--- src/hdl/count_to_freq_and_period_digits_unit_macros.svh ---
// Assertion macros for the frequency and period digit unit.
`ifndef COUNT_TO_FREQ_AND_PERIOD_DIGITS_UNIT_MACROS_SVH
`define COUNT_TO_FREQ_AND_PERIOD_DIGITS_UNIT_MACROS_SVH
`ifndef SYNTH
`define CFP_ASSERT_IMPL(label, clk, rst_n, ante, cons) \
    label: assert property (@(posedge clk) disable iff (!rst_n) (ante) |-> (cons)) \
        else $error("assertion failed");
`define CFP_ASSERT_NEXT(label, clk, rst_n, ante, cons) \
    label: assert property (@(posedge clk) disable iff (!rst_n) (ante) |=> (cons)) \
        else $error("assertion failed");
`else
`define CFP_ASSERT_IMPL(label, clk, rst_n, ante, cons)
`define CFP_ASSERT_NEXT(label, clk, rst_n, ante, cons)
`endif
`endif

--- src/hdl/cfpd_bcd_cell.sv ---
// One double-dabble cell: shifts one binary bit into two BCD registers.
`default_nettype none
module cfpd_bcd_cell #(
    parameter int DW = 28,
    parameter int FW = 30,
    parameter int VW = 8
) (
    input  wire logic          i_clk,
    input  wire logic          i_rst_n,
    input  wire logic          i_valid,
    input  wire logic          i_stall,
    input  wire logic [FW-1:0] i_fbin,
    input  wire logic [FW-1:0] i_pbin,
    input  wire logic [DW-1:0] i_fbcd,
    input  wire logic [DW-1:0] i_pbcd,
    input  wire logic [VW-1:0] i_side,
    output logic               o_valid,
    output logic [FW-1:0]      o_fbin,
    output logic [FW-1:0]      o_pbin,
    output logic [DW-1:0]      o_fbcd,
    output logic [DW-1:0]      o_pbcd,
    output logic [VW-1:0]      o_side
);
    function automatic logic [DW-1:0] add3(input logic [DW-1:0] v);
        logic [DW-1:0] r;
        r = v;
        for (int k = 0; k < DW / 4; k++) begin
            if (r[4*k +: 4] >= 4'd5) begin
                r[4*k +: 4] = r[4*k +: 4] + 4'd3;
            end
        end
        return r;
    endfunction

    logic [DW-1:0] w_fa;
    logic [DW-1:0] w_pa;

    assign w_fa = add3(i_fbcd);
    assign w_pa = add3(i_pbcd);

    always_ff @(posedge i_clk) begin
        if (!i_rst_n) begin
            o_valid <= 1'b0;
        end else if (!i_stall) begin
            o_valid <= i_valid;
        end
        if (!i_stall) begin
            o_fbcd <= {w_fa[DW-2:0], i_fbin[FW-1]};
            o_pbcd <= {w_pa[DW-2:0], i_pbin[FW-1]};
            o_fbin <= {i_fbin[FW-2:0], 1'b0};
            o_pbin <= {i_pbin[FW-2:0], 1'b0};
            o_side <= i_side;
        end
    end
endmodule
`default_nettype wire

--- config.mk ---
export PLATFORM = sky130hd
export DESIGN_NAME = cfpd_bcd_cell
export DESIGN_NICKNAME = d
export VERILOG_FILES = /design/src/hdl/count_to_freq_and_period_digits_unit_macros.svh /design/src/hdl/cfpd_bcd_cell.sv
export SDC_FILE = /design/constraint.sdc
export NUM_CORES = 1
export LEC_CHECK = 0
export ABC_AREA = 1
export BUFFER_PORTS_ARGS = -buffer_cell sky130_fd_sc_hd__buf_2
export CELL_PAD_IN_SITES_DETAIL_PLACEMENT = 1
export CELL_PAD_IN_SITES_GLOBAL_PLACEMENT = 2
export CORE_AREA = 3 3 170 131
export DETAILED_ROUTE_END_ITERATION = 10
export DIE_AREA = 0 0 173 134
export PLACE_DENSITY_LB_ADDON = 0.2
export SYNTH_ARGS = -nofsm -noshare
export SYNTH_HDL_FRONTEND = slang
export SYNTH_SLANG_ARGS = --single-unit
--- constraint.sdc ---
create_clock -name i_clk -period 3.33 [get_ports i_clk]
set_input_delay 0.333 -clock i_clk [delete_from_list [all_inputs] [get_ports i_clk]]
set_output_delay 0.333 -clock i_clk [all_outputs]
set_load 0.01 [all_outputs]
==> qor.json <==
{
  "setup_path": {
    "worst-endpoint-arrival_ns": 0.98,
    "cp_top_family": "flip-flops",
    "worst-endpoint-required_ns": 3.00,
    "worstReg2RegStart": "o_valid$_SDFFE_PN0N_",
    "timing.critical_path.slowest_cell_delay_ns": 0.41,
    "cp.buffers_inverters": 1,
    "end_kind": "output pin",
    "timing_worst_setup_path_type": "reg -> out",
    "r2r_slack_ns": 2.78,
    "worstPathMaxFanout": 1,
    "critPathSlowestCell": "edfxtp_1",
    "crit_path_start_kind": "flip-flop",
    "timing.critical_path.cells": "buf_2",
    "critical_path.startpoint": "o_fbcd[1]$_DFFE_PN_"
  },
  "placement": {
    "gpl.final_weighted_congestion": 0.769,
    "dp_hpwl_um": 11700,
    "place.port_buffers": 250,
    "place_inst": 967,
    "placement.setup.worst_slack_ns": 1.60
  },
  "floorplan": {
    "height_of_the_die_um": 134,
    "num_rows": 46,
    "die_x_um": 173,
    "floorplan.io_pins": 253,
    "fp.dieArea_mm2": 0.0232,
    "initial_utilization_pct": 25.8,
    "core_mm2": 0.0208
  },
  "timing": {
    "slew_headroom_pct": 65.1,
    "drv_slew": 0,
    "max_freq_ghz": 0.763,
    "hold_viol": 0,
    "fin_ws_ns": 2.02,
    "finalCritPeriodShare_pct": 39.3,
    "fin_skew_ns": 0,
    "worst-slew-pin-transition_ns": 0.523,
    "totalNegativeSetupSlack_ns": 0,
    "rsz0062_at_grt": "no",
    "time_the_worst_path_needs_with_i_o_delays_and_setup_ns": 1.31,
    "final-setup-viol-count": 0
  },
  "clock_network": {
    "count_of_cells_resized_by_post_cts_repair": 0,
    "clkSinkCount": 123,
    "cts.root.buffer_cell": "clkbuf_16",
    "cts-htree-levels": 4,
    "clock_pin_slew_of_the_registers_on_the_worst_case_setup_and_hold_paths_ns": 0.06,
    "cts_buffer_depth": 2,
    "clk_latency_ns": 0.41,
    "clock_tree_from_tritoncts": "yes",
    "cts_post_setup_buffers_inserted": 0,
    "cts.hold.buffers_added": 0,
    "cts_inserted_buffers": 17
  },
  "power": {
    "max_ir_drop_vdd_uv": 272,
    "clock_power_share_pct": 40.8,
    "p_sw_w": 0.00103,
    "cellInternalPower_w": 0.00309,
    "power.share.combinational_pct": 13.1,
    "power.density_cell_area_mw_per_mm2": 547,
    "sw_frac_of_total_pct": 25.1,
    "seq_power_share_pct": 46.1,
    "power.static_leakage_nw": 3.47
  },
  "routing": {
    "detail_route.vias_per_cell": 4.12,
    "totalWireLength_um": 14800,
    "first_iter_violations": 122,
    "drt_drc_violations_left": 0,
    "via_count": 4107,
    "dr.pass1.iters": 4,
    "ant_nets": 0,
    "wl_per_cell_um": 14.8
  },
  "synth": {
    "synth.ff_latch_count": 123,
    "netlist_area_mm2": 0.00537,
    "avgSynthCellArea_um2": 12.5,
    "yosysSeqAreaShare_pct": 68.6,
    "synth.yosys.warnings": 0,
    "synth.distinct_cells": 20,
    "synth_cells": 428
  },
  "finish": {
    "count_of_non_filler_cells_in_the_finished_layout": 998,
    "drive_above_1_share_pct": 45.2,
    "area_delta_synth_final_pct": 40.3,
    "final_common_cell": "buf_2",
    "diodes": 0,
    "mostFrequentLayoutCells": "250 x buf_2, 122 x edfxtp_1, 82 x nand2_1",
    "final_core_occ_pct": 36.1,
    "finalNetCount": 854
  },
  "global_routing": {
    "grt_pass1_wl_um": 23200,
    "grt_usage_pct": 12.8,
    "grt_residual_overflow": 0,
    "antenna_violations_before_repair": 3,
    "first_global_vias": 4442,
    "largest_net_degree_at_the_start_of_global_routing": 58
  },
  "job": {
    "maxCapViolCount": 0
  },
  "min_path": {
    "origin_of_the_worst_min_delay_path": "i_fbin[27]",
    "hold_path_class": "in -> reg"
  },
  "run_status": {
    "run_status": "complete, no violations"
  }
}
area by class of cell:
cell class                 instances  area [um2]
sequential                       123        3680
clock buffer                      17         425
multi-input combinational        238        1430
tap                              288         360
fill                            2376       13300
timing repair buffer             252        1280
inverter                          66         250
clock inverter                    14         108
power by group through the flow:
stage | clock network [W] | logic (W) | registers, W
6_report | 0.00168 | 0.000538 | 0.00190
5_1_grt | 0.00181 | 0.000605 | 0.00191
4_1_cts | 0.00175 | 0.000551 | 0.00190
3_5_place_dp | 0 | 0.000549 | 0.00193
3_3_place_gp | 0 | 0.000538 | 0.00193
2_1_floorplan | 0 | 0.000177 | 0.00202
cells in the mapped netlist:
cell type  count  area, um2
nand3_2        2       20.0
nand2_1       82        308
edfxtp_1     122       3660
o21ai_1        2       10.0
o21ai_2       12        105
nand3_1       19       95.1
buf_4          2       15.0
nand2_2        5       31.3
xor2_1         2       17.5
nor2_1        19       71.3
a21oi_1       16       80.1
dfxtp_1        1       20.0
inv_2          5       18.8
o21ai_0       32        160
a21oi_2        5       43.8
inv_1         61        229
conb_1         1       3.75
ha_1          28        350
nor2_4        10        113
nand4_1        2       12.5
path summary, 6_finish.rpt:
kind / to / depth (start not counted)
min reg2reg: o_valid$_SDFFE_PN0N_ / 2
max reg2reg: o_valid$_SDFFE_PN0N_ / 2
max: o_fbcd[1] / 1
min: o_fbin[28]$_DFFE_PN_ / 1
state kept, by name, indices dropped and copies added, names as in the netlist:
signal   count
o_fbin      29
o_pbin      29
o_pbcd      28
o_fbcd      28
o_valid      1
o_side       8
through the flow:
stage	hold slack [ns]	power [W]	area [um2]
2_1_floorplan	0.432	0.00219	5370
3_3_place_gp	0.466	0.00247	7000
3_5_place_dp	0.479	0.00248	7000
4_1_cts	0.0700	0.00421	7530
5_1_grt	0.0700	0.00433	7530
6_report	0.0964	0.00412	7530
layer usage:
metal / up-vias / global-route usage, % / share of wire (%)
li1: 1997 / - / -
met5: - / 0 / 0.24
met4: 6 / 3.92 / 0.91
met3: 15 / 7.19 / 11
met2: 175 / 20.6 / 46
met1: 1914 / 14.7 / 41
cell families (layout without fill, tap and decap cells):
group,Yosys count,count (layout),synth area share [%]
compound gates,67,67,7.44
xor+xnor,2,2,0.326
fa+ha+maj,28,28,6.53
buf+inv,68,349,4.90
flops,123,123,68.6
other cells,1,2,0.0699
simple gates,139,139,12.1
(Power assumes the default switching activity.)
