File: config.mk
export PLATFORM = sky130hd
export DESIGN_NAME = cfpd_div_cell
export DESIGN_NICKNAME = d
export VERILOG_FILES = /design/src/hdl/count_to_freq_and_period_digits_unit_macros.svh /design/src/hdl/cfpd_div_cell.sv
export SDC_FILE = /design/constraint.sdc
export NUM_CORES = 1
export LEC_CHECK = 0
export BUFFER_PORTS_ARGS = -buffer_cell sky130_fd_sc_hd__buf_2
export CAP_MARGIN = 20
export CORE_MARGIN = 4
export CORE_UTILIZATION = 25
export CTS_CLUSTER_SIZE = 30
export DETAILED_ROUTE_END_ITERATION = 12
export PLACE_DENSITY = 0.55
export SYNTH_ARGS = -nofsm -noshare
export SYNTH_HDL_FRONTEND = slang
export SYNTH_SLANG_ARGS = --single-unit
File: constraint.sdc
create_clock -name i_clk -period 4.18 [get_ports i_clk]
set_input_delay 0.209 -clock i_clk [delete_from_list [all_inputs] [get_ports i_clk]]
set_output_delay 0.209 -clock i_clk [all_outputs]
set_load 0.02 [all_outputs]
File: src/hdl/count_to_freq_and_period_digits_unit_macros.svh
// Assertion macros for the frequency and period digit unit.
`ifndef COUNT_TO_FREQ_AND_PERIOD_DIGITS_UNIT_MACROS_SVH
`define COUNT_TO_FREQ_AND_PERIOD_DIGITS_UNIT_MACROS_SVH
`ifndef SYNTH
`define CFP_ASSERT_IMPL(label, clk, rst_n, ante, cons) \
    label: assert property (@(posedge clk) disable iff (!rst_n) (ante) |-> (cons)) \
        else $error("assertion failed");
`define CFP_ASSERT_NEXT(label, clk, rst_n, ante, cons) \
    label: assert property (@(posedge clk) disable iff (!rst_n) (ante) |=> (cons)) \
        else $error("assertion failed");
`else
`define CFP_ASSERT_IMPL(label, clk, rst_n, ante, cons)
`define CFP_ASSERT_NEXT(label, clk, rst_n, ante, cons)
`endif
`endif

File: src/hdl/cfpd_div_cell.sv
// One restoring division cell: settles one quotient bit per stage.
`default_nettype none
module cfpd_div_cell #(
    parameter int TW = 24,
    parameter int NB = 30,
    parameter int BIT = 0,
    parameter int VW = 48
) (
    input  wire logic          i_clk,
    input  wire logic          i_rst_n,
    input  wire logic          i_valid,
    input  wire logic          i_stall,
    input  wire logic [NB-1:0] i_rem,
    input  wire logic [TW-1:0] i_den,
    input  wire logic [NB-1:0] i_quo,
    input  wire logic [VW-1:0] i_side,
    output logic               o_valid,
    output logic [NB-1:0]      o_rem,
    output logic [TW-1:0]      o_den,
    output logic [NB-1:0]      o_quo,
    output logic [VW-1:0]      o_side
);
    logic [NB+TW-1:0] w_shd;
    logic             w_ge;
    logic [NB-1:0]    n_rem;
    logic [NB-1:0]    n_quo;

    always_comb begin
        w_shd = {{NB{1'b0}}, i_den} << BIT;
        w_ge  = {{TW{1'b0}}, i_rem} >= w_shd;
        n_rem = w_ge ? (i_rem - w_shd[NB-1:0]) : i_rem;
        n_quo = i_quo;
        n_quo[BIT] = w_ge;
    end

    always_ff @(posedge i_clk) begin
        if (!i_rst_n) begin
            o_valid <= 1'b0;
        end else if (!i_stall) begin
            o_valid <= i_valid;
        end
        if (!i_stall) begin
            o_rem  <= n_rem;
            o_den  <= i_den;
            o_quo  <= n_quo;
            o_side <= i_side;
        end
    end
endmodule
`default_nettype wire

==> results of run 1 <==
-- registers in the layout, indices dropped and copies added, names as in the netlist --
register / flops
o_valid: 1
o_quo: 30
o_den: 24
o_side: 48
o_rem: 30
-- per-stage QoR --
stage | area (µm²) | power (mW)
6_report | 9160 | 3.90
5_1_grt | 9160 | 4.10
4_1_cts | 9160 | 3.98
3_5_place_dp | 7570 | 2.36
3_3_place_gp | 7570 | 2.35
2_1_floorplan | 5860 | 2.09
-- timing repair --
action                                  in CTS  in global routing
endpoints found under the hold margin      100                  0
endpoints found under the setup margin       0                  0
hold buffers                               100                  0
-- layer usage --
metal | global-route usage [%] | vias up | share of wire [%]
li1 | - | 2301 | -
met1 | 16.7 | 2180 | 43
met2 | 23.3 | 190 | 49
met3 | 4.21 | 14 | 7.3
met4 | 3.72 | 0 | 0.97
met5 | 0 | - | 0
-- where the power goes --
group          switching [mW]  internal [mW]
registers              0.0300           1.62
clock network           0.657          0.848
logic                   0.435          0.312
total                    1.12           2.78
-- cell type report --
class | count | area [µm²]
fill | 2209 | 13700
sequential | 133 | 3980
timing repair buffer | 370 | 2370
multi-input combinational | 236 | 1700
clock buffer | 17 | 425
tap | 313 | 392
clock inverter | 15 | 164
inverter | 31 | 121
-- Yosys cell counts, types with 3 or more instances --
master	count
o21a_1	3
inv_1	31
o21bai_1	5
xnor2_1	16
nand4_1	3
ha_1	24
mux2_2	8
nand2_1	11
a21oi_1	39
edfxtp_1	132
o21ai_0	9
clkbuf_1	9
o211ai_1	3
nor2_1	28
xor2_1	11
a21boi_0	3
nand3_1	12
buf_2	3
a211o_1	3
a21o_1	12
nor2b_1	5
nand2b_1	3
-- path summary, 6_finish.rpt --
| kind | start | endpoint | slack [ns] | depth (start not counted) |
|---|---|---|---|---|
| min reg2reg | o_valid | o_valid | 0.52 | 2 |
| min | i_side[39] | o_side[39] | 0.01 | 1 |
| max | i_den[13] | o_rem[1] | 0.79 | 12 |
| max reg2reg | o_valid | o_valid | 3.59 | 2 |
-- kinds of logic after synthesis --
logic type	share of synthesized area [%]
flip-flops	68.0
AO/OA/AOI/OAI	10.2
AND/OR/NAND/NOR	7.52
buffers and inverters	3.07
XOR/XNOR	4.03
adder cells (fa/ha/maj)	5.47
multiplexers	1.71
-- cell usage in the layout, fill, tap and decap left out, drive strengths merged, types with 2 or more instances in the layout --
cell type	n
clkbuf	17
edfxtp	132
nand2	11
xnor2	16
a211o	3
and2	2
mux2	8
dlygate4sd3	100
clkinv	5
a41oi	2
nand3	12
xor2	11
inv	39
or4	2
a21o	12
o211ai	3
o21bai	5
a31oi	2
nand4	3
o21a	3
o22ai	2
and4	2
nand2b	3
nand3b	2
ha	24
nor2b	5
and3	2
a21boi	3
nor2	28
buf	270
nor3	2
o21ai	10
a21oi	39
a211oi	2
-- critical path: stages --
cell	delay (ns)
dlygate4sd3_1	0.52
buf_2	0.11
inv_1	0.04
ha_1	0.44
and4_1	0.33
nor2b_1	0.18
or4b_1	0.45
nand3_1	0.14
a41oi_1	0.20
o21ai_4	0.33
buf_4	0.26
mux2_2	0.35
==> summary.md, run 1 <==
| Metric | Value |
|---|---|
| Remaining antenna violation count | 0 |
| TritonRoute pass-1 iters | 4 |
| GPL Wtd Cong | 0.765 |
| Status | finished clean |
| Ratio of cells with drive above 1 in the final layout | 39.4% |
| # IOs | 269 |
| Hold WS | 0.0139 ns |
| Drt total wl | roughly 18 mm |
| Setup CP Type | input port to flip-flop |
| Final hold vios | 0 |
| Skew final | 0 ns |
| Slew at the pin closest to its max-slew limit | 1.03 ns |
| Max clock buf depth | 2 |
| Total global routing overflow | 0 |
| Vias in the first global route | 4878 |
| Critical Path AT | 3.55 ns |
| Top cell type's share of synthesized area | 67.6% |
| Starting DRC count in detailed routing | 180 |
| CTS sink count | 133 |
| Pleak | 3.96 nW |
| Final Slew Violations | 0 |
| Commonest register cell after synthesis | edfxtp_1 |
| Initial core utilization | 25.7% |
| CTS tree | built |
| First-pass GRT wire length | between 20 and 30 mm |
| Die area | 0.0260 mm² |
| Clk Latency, worst-skew pair | 0.42 ns |
| Nets | 950 |
| WL/cell | ~16 µm |
| Sequential area share after synthesis | 68.0% |
| Clock transition at the registers of the reported paths | 0.06 ns |
| Post-layout min period | about 3.4 ns |
| Setup WS pre-CTS | 0.841 ns |
| Top post-synthesis cells by area | edfxtp_1 68%, ha_1 5.1%, a21oi_1 3.3%, xnor2_1 2.4%, inv_1 2.0% |
| Die width | 161 µm |
| Final setup fails | 0 |
| Tot GR Track Use | 13.6% |
| RSZ-0062 raised after global routing | false |
| # rows | 55 |
| Area of the mapped netlist | 0.00586 mm² |
| Syn nets | 575 |
| Yosys cell types | 53 |
| Number of vias in the routed layout | 4685 |
| Antenna violations before repair | 0 |
| Setup ws final | 0.789 ns |
| Dpl cells | 983 |
| P&R area growth vs syn | 56.3% |
| Die Y | 161 µm |
| Synth Register Bits | 133 |
| Max Freq | between 200 and 300 MHz |
| Largest fanout on the critical path | 12 |
| Non-Filler Instances | ~1100 |
| CORE AREA | 0.0228 mm² |
| Setup bufs post-CTS | 0 |
| Util after Layout | 40.1% |
| WP data required | 4.34 ns |
| Synthesis Warnings | 0 |
| Total of max-cap violations | 0 |
| Fin crit share | slightly above 80% |
| Peak supply drop | 0.220 mV |
| Syn avg cell area | 14.2 µm² |
| Hold crit path type | input port to flip-flop |
| IO Port Bufs | around 270 |
| Final setup TNS | 0 ns |
| Post-CTS Resized | 0 |
| Largest area contributor in the netlist | edfxtp_1 |
| Vias per cell | approximately 4.2 |
| Detailed placement HPWL | 12.8 mm |
| Post-Synthesis Cells | between 400 and 500 |
| TritonCTS Buffers | 17 |
| Fraction of registers with async set or reset after synthesis | 0% |
| Pin count of the biggest net entering global routing | 117 |
| H-Tree Depth | 4 |
| Setup crit end kind | flip-flop |
| Startpoint Class | input port |
| Diodes inserted | 0 |
| Max_slew headroom | 31.1% |
| # DRC | 0 |
| Post-synth EDFFs | 132 |
| CTS root buffer | clkbuf_16 |
| Cell Pwr Density | 426 mW/mm² |
Note: power is estimated with default switching activity, not from simulation.
==> run 2, diff against run 1 <==
ABC_AREA = 1   (was unset)
PLACE_DENSITY = 0.56   (was 0.55)
clock period = 3 ns   (was 4.18 ns; I/O delays follow)
==> run 2 against run 1 <==
Utilization is 1.0 points lower; sequential power up 39%; routed wire length increased by 25%; combinational power increased by 51%; via count rose by 24%; non-clock buffer count is 10 higher; area after synthesis increased by 12%; final cell count grew 28%; count of clock-buffer cells in the layout is the same; flip-flop and latch count did not move; critical path type unchanged; largest cell class unchanged; highest routed layer is now met5.
==> summary.md, run 2 <==
| Metric | Value |
|---|---|
| Setup bufs post-CTS | 0 (unchanged) |
| Die width | 170 µm (+5.4%) |
| Total global routing overflow | 0 (unchanged) |
| Final hold vios | 0 (unchanged) |
| Tot GR Track Use | 15.1% (+1.5 points) |
| Main combinational cell family by area after synthesis | simple AND/OR/NAND/NOR gates |
| Die area | 0.0288 mm² (+11%) |
| Slew at the pin closest to its max-slew limit | 0.589 ns (-0.445 ns) |
| Compound-cell area share of the yosys netlist | 2.05% (-8.2 points) |
| Setup ws final | 0.496 ns (-0.293 ns) |
| Startpoint Class | input port |
| Skew final | 0 ns (unchanged) |
| Fraction of registers with async set or reset after synthesis | 0% (unchanged) |
| Clk Latency, worst-skew pair | 0.42 ns (about the same) |
| P&R area growth vs syn | 52.1% |
| Final setup fails | 0 (unchanged) |
| Ratio of cells with drive above 1 in the final layout | 29.1% (-10 points) |
| Commonest register cell after synthesis | edfxtp_1 |
| Largest area contributor in the netlist | edfxtp_1 |
| CP most frequent cell | nand2_1 |
| CTS tree | built |
| # IOs | 269 (unchanged) |
| Reg area | 0.00398 mm² (unchanged) |
| Slowest stage delay, CP | 0.52 ns (about the same) |
| H-Tree Depth | 4 (unchanged) |
| Top Family by Delay on Critical Path | buffers and inverters |
| GPL Wtd Cong | 0.845 (+11%) |
| Xor and xnor area share after synthesis | 1.87% (-2.2 points) |
| Hold WS | 0.0189 ns (+0.00496 ns) |
| Fill count | 2553 (+16%) |
| Setup WS pre-CTS | 0.485 ns (-0.356 ns) |
| Die Y | 170 µm (+5.4%) |
| Simple-Gate Fraction of Synth Area | 22.4% (+15 points) |
| Cell Pwr Density | 548 mW/mm² (+29%) |
| Number of flip-flops in the largest register | 48 (unchanged) |
| Post-layout min period | 2.50 ns |
| Synth Register Bits | 133 (unchanged) |
| Pleak | 4.86 nW (+23%) |
| Max_slew headroom | 60.7% (+30 points) |
| Sequential area share after synthesis | 60.9% (-7.1 points) |
| Vias per cell | 4.09 (-2.6%) |
| CTS sink count | 133 (unchanged) |
| Starting DRC count in detailed routing | 356 (+98%) |
| Status | finished clean |
| Yosys cell types | 28 (-47%) |
| Crit-path cells | dlygate4sd3_1 -> buf_2 -> ha_1 -> inv_1 -> fa_1 -> nand3_1 -> nand3_2 -> nand2_1 -> nand2_1 -> nand2_1 -> nand2_1 -> nand2_1 -> nand2_4 -> inv_2 -> buf_4 -> a21oi_1 |
| Setup crit end kind | flip-flop |
| WP data required | 3.17 ns (-1.17 ns) |
| Top reg by flops | o_side |
| Dpl cells | 1282 (+30%) |
| Pin count of the biggest net entering global routing | 97 (-17%) |
| Number of vias in the routed layout | 5819 (+24%) |
| Syn nets | 845 (+47%) |
| Top flop regs | o_side (48), o_quo (30), o_rem (30) |
| Initial core utilization | 25.7% (+0.038 points) |
| Post-Synth Adder-Cell Area | 4.89% (-0.57 points) |
| Top post-synthesis cells by area | edfxtp_1 61%, nand2_1 15%, inv_1 7.2%, ha_1 4.6%, nand3_1 2.2% |
| Drt total wl | 22.4 mm (+25%) |
| RSZ-0062 raised after global routing | false |
| TritonRoute pass-1 iters | 5 (+1) |
| CORE AREA | 0.0255 mm² (+11%) |
| TritonCTS Buffers | 17 (unchanged) |
| IO Port Bufs | 267 (unchanged) |
| Largest fanout on the critical path | 18 (+6) |
| Clock transition at the registers of the reported paths | 0.07 ns (about the same) |
| Post-Synthesis Cells | 684 (+65%) |
| Peak supply drop | 0.339 mV (+54%) |
| Crit-path slowest cell | dlygate4sd3_1 |
| Critical Path AT | 2.68 ns (-0.87 ns) |
| Max clock buf depth | 2 (unchanged) |
| Final Slew Violations | 0 (unchanged) |
| Post-route cell area | 0.00995 mm² (+8.6%) |
| Antenna violations before repair | 4 (+4) |
| First-pass GRT wire length | 32.9 mm (+20%) |
| Nets | 1239 (+30%) |
| Synthesis Warnings | 0 (unchanged) |
| Post-synth EDFFs | 132 (unchanged) |
| Total of max-cap violations | 0 (unchanged) |
| Hold crit path type | input port to flip-flop |
| Mux cell area share after synthesis | 0% (-1.7 points) |
| # rows | 58 (+5.5%) |
| # DRC | 0 (unchanged) |
| Fin crit share | 83.5% |
| Detailed placement HPWL | 17.1 mm (+34%) |
| Setup CP Type | input port to flip-flop |
| Area of the mapped netlist | 0.00654 mm² (+12%) |
| CTS root buffer | clkbuf_16 |
| WL/cell | 15.7 µm (-1.8%) |
| Most frequent cells in the layout | 267 x buf_2, 261 x nand2_1, 132 x edfxtp_1, 125 x inv_1, 107 x dlygate4sd3_1 |
| Most frequent cells after synthesis | 261 x nand2_1, 132 x edfxtp_1, 126 x inv_1 |
| Post-place instance area | 0.00832 mm² (+9.8%) |
| Syn avg cell area | 9.57 µm² (-32%) |
| Final setup TNS | 0 ns (unchanged) |
| Max Freq | between 300 and 400 MHz |
| Top-count cell post-synth | nand2_1 |
| Vias in the first global route | 5942 (+22%) |
| Area of the multi-input gates | 0.00205 mm² (+20%) |
| Commonest non-fill, non-tap cell in the layout | buf_2 |
| CP Buf/Inv Count | 5 (+1) |
| Remaining antenna violation count | 0 (unchanged) |
| Non-Filler Instances | 1422 (+28%) |
| Top cell type's share of synthesized area | 60.6% (-7.1 points) |
==> run 2: final timing paths <==
path                   from        end  slack, ns  depth (start not counted)
setup / recovery   i_den[0]  o_rem[29]       0.50                         16
hold / removal    i_rem[19]  o_rem[19]       0.02                          3
setup reg to reg    o_valid    o_valid       2.44                          2
hold reg to reg     o_valid    o_valid       0.49                          2
==> run 2: repair_timing <==
action	4_1_cts	5_1_grt
gates resized for setup	0	0
hold buffers	107	0
endpoints found under the hold margin	106	0
==> run 2: final cells by class <==
cell class,instances,share of cell area (%)
tap,330,4.15
antenna,1,0.0251
sequential,133,40.0
inverter,127,4.83
clock buffer,17,4.27
clock inverter,15,1.38
multi-input combinational,419,20.6
timing repair buffer,380,24.8
==> run 2: through the flow <==
stage,power [mW],utilization (%)
final,5.46,39.1
after global routing,5.73,39.1
after CTS,5.56,39.1
after detailed placement,3.37,32.7
after global placement,3.36,32.7
after floorplan,2.95,-
==> run 2: where the power goes <==
group          internal [mW]  leakage, nW  total (mW)  switching (mW)
combinational          0.427         3.28        1.13           0.701
clock                   1.09        0.274        2.03           0.934
sequential              2.25         1.30        2.30          0.0514
==> run 2: kinds of logic (layout without fill, tap and decap cells) <==
| kind of cell | Yosys count | in the layout |
|---|---|---|
| DFF | 133 | 133 |
| adders and majority gates | 25 | 25 |
| and+or+nand+nor | 355 | 355 |
| xor gates and xnor gates | 14 | 14 |
| buffers and inverters | 132 | 539 |
| other | 0 | 1 |
| AOI/OAI and AO/OA | 25 | 25 |
==> run 2: routing by layer <==
layer / track usage [%] / wire length (µm)
met5: 0 / 47
met4: 4.55 / 374
met1: 17.5 / 9200
met2: 27.1 / 11000
met3: 4.19 / 1720
==> run 2: worst min-delay path: cells and delay by family <==
| kind | cells | cell delay (ns) |
|---|---|---|
| and+or+nand+nor | 2 | 0.10 |
| buffers and inverters | 1 | 0.09 |
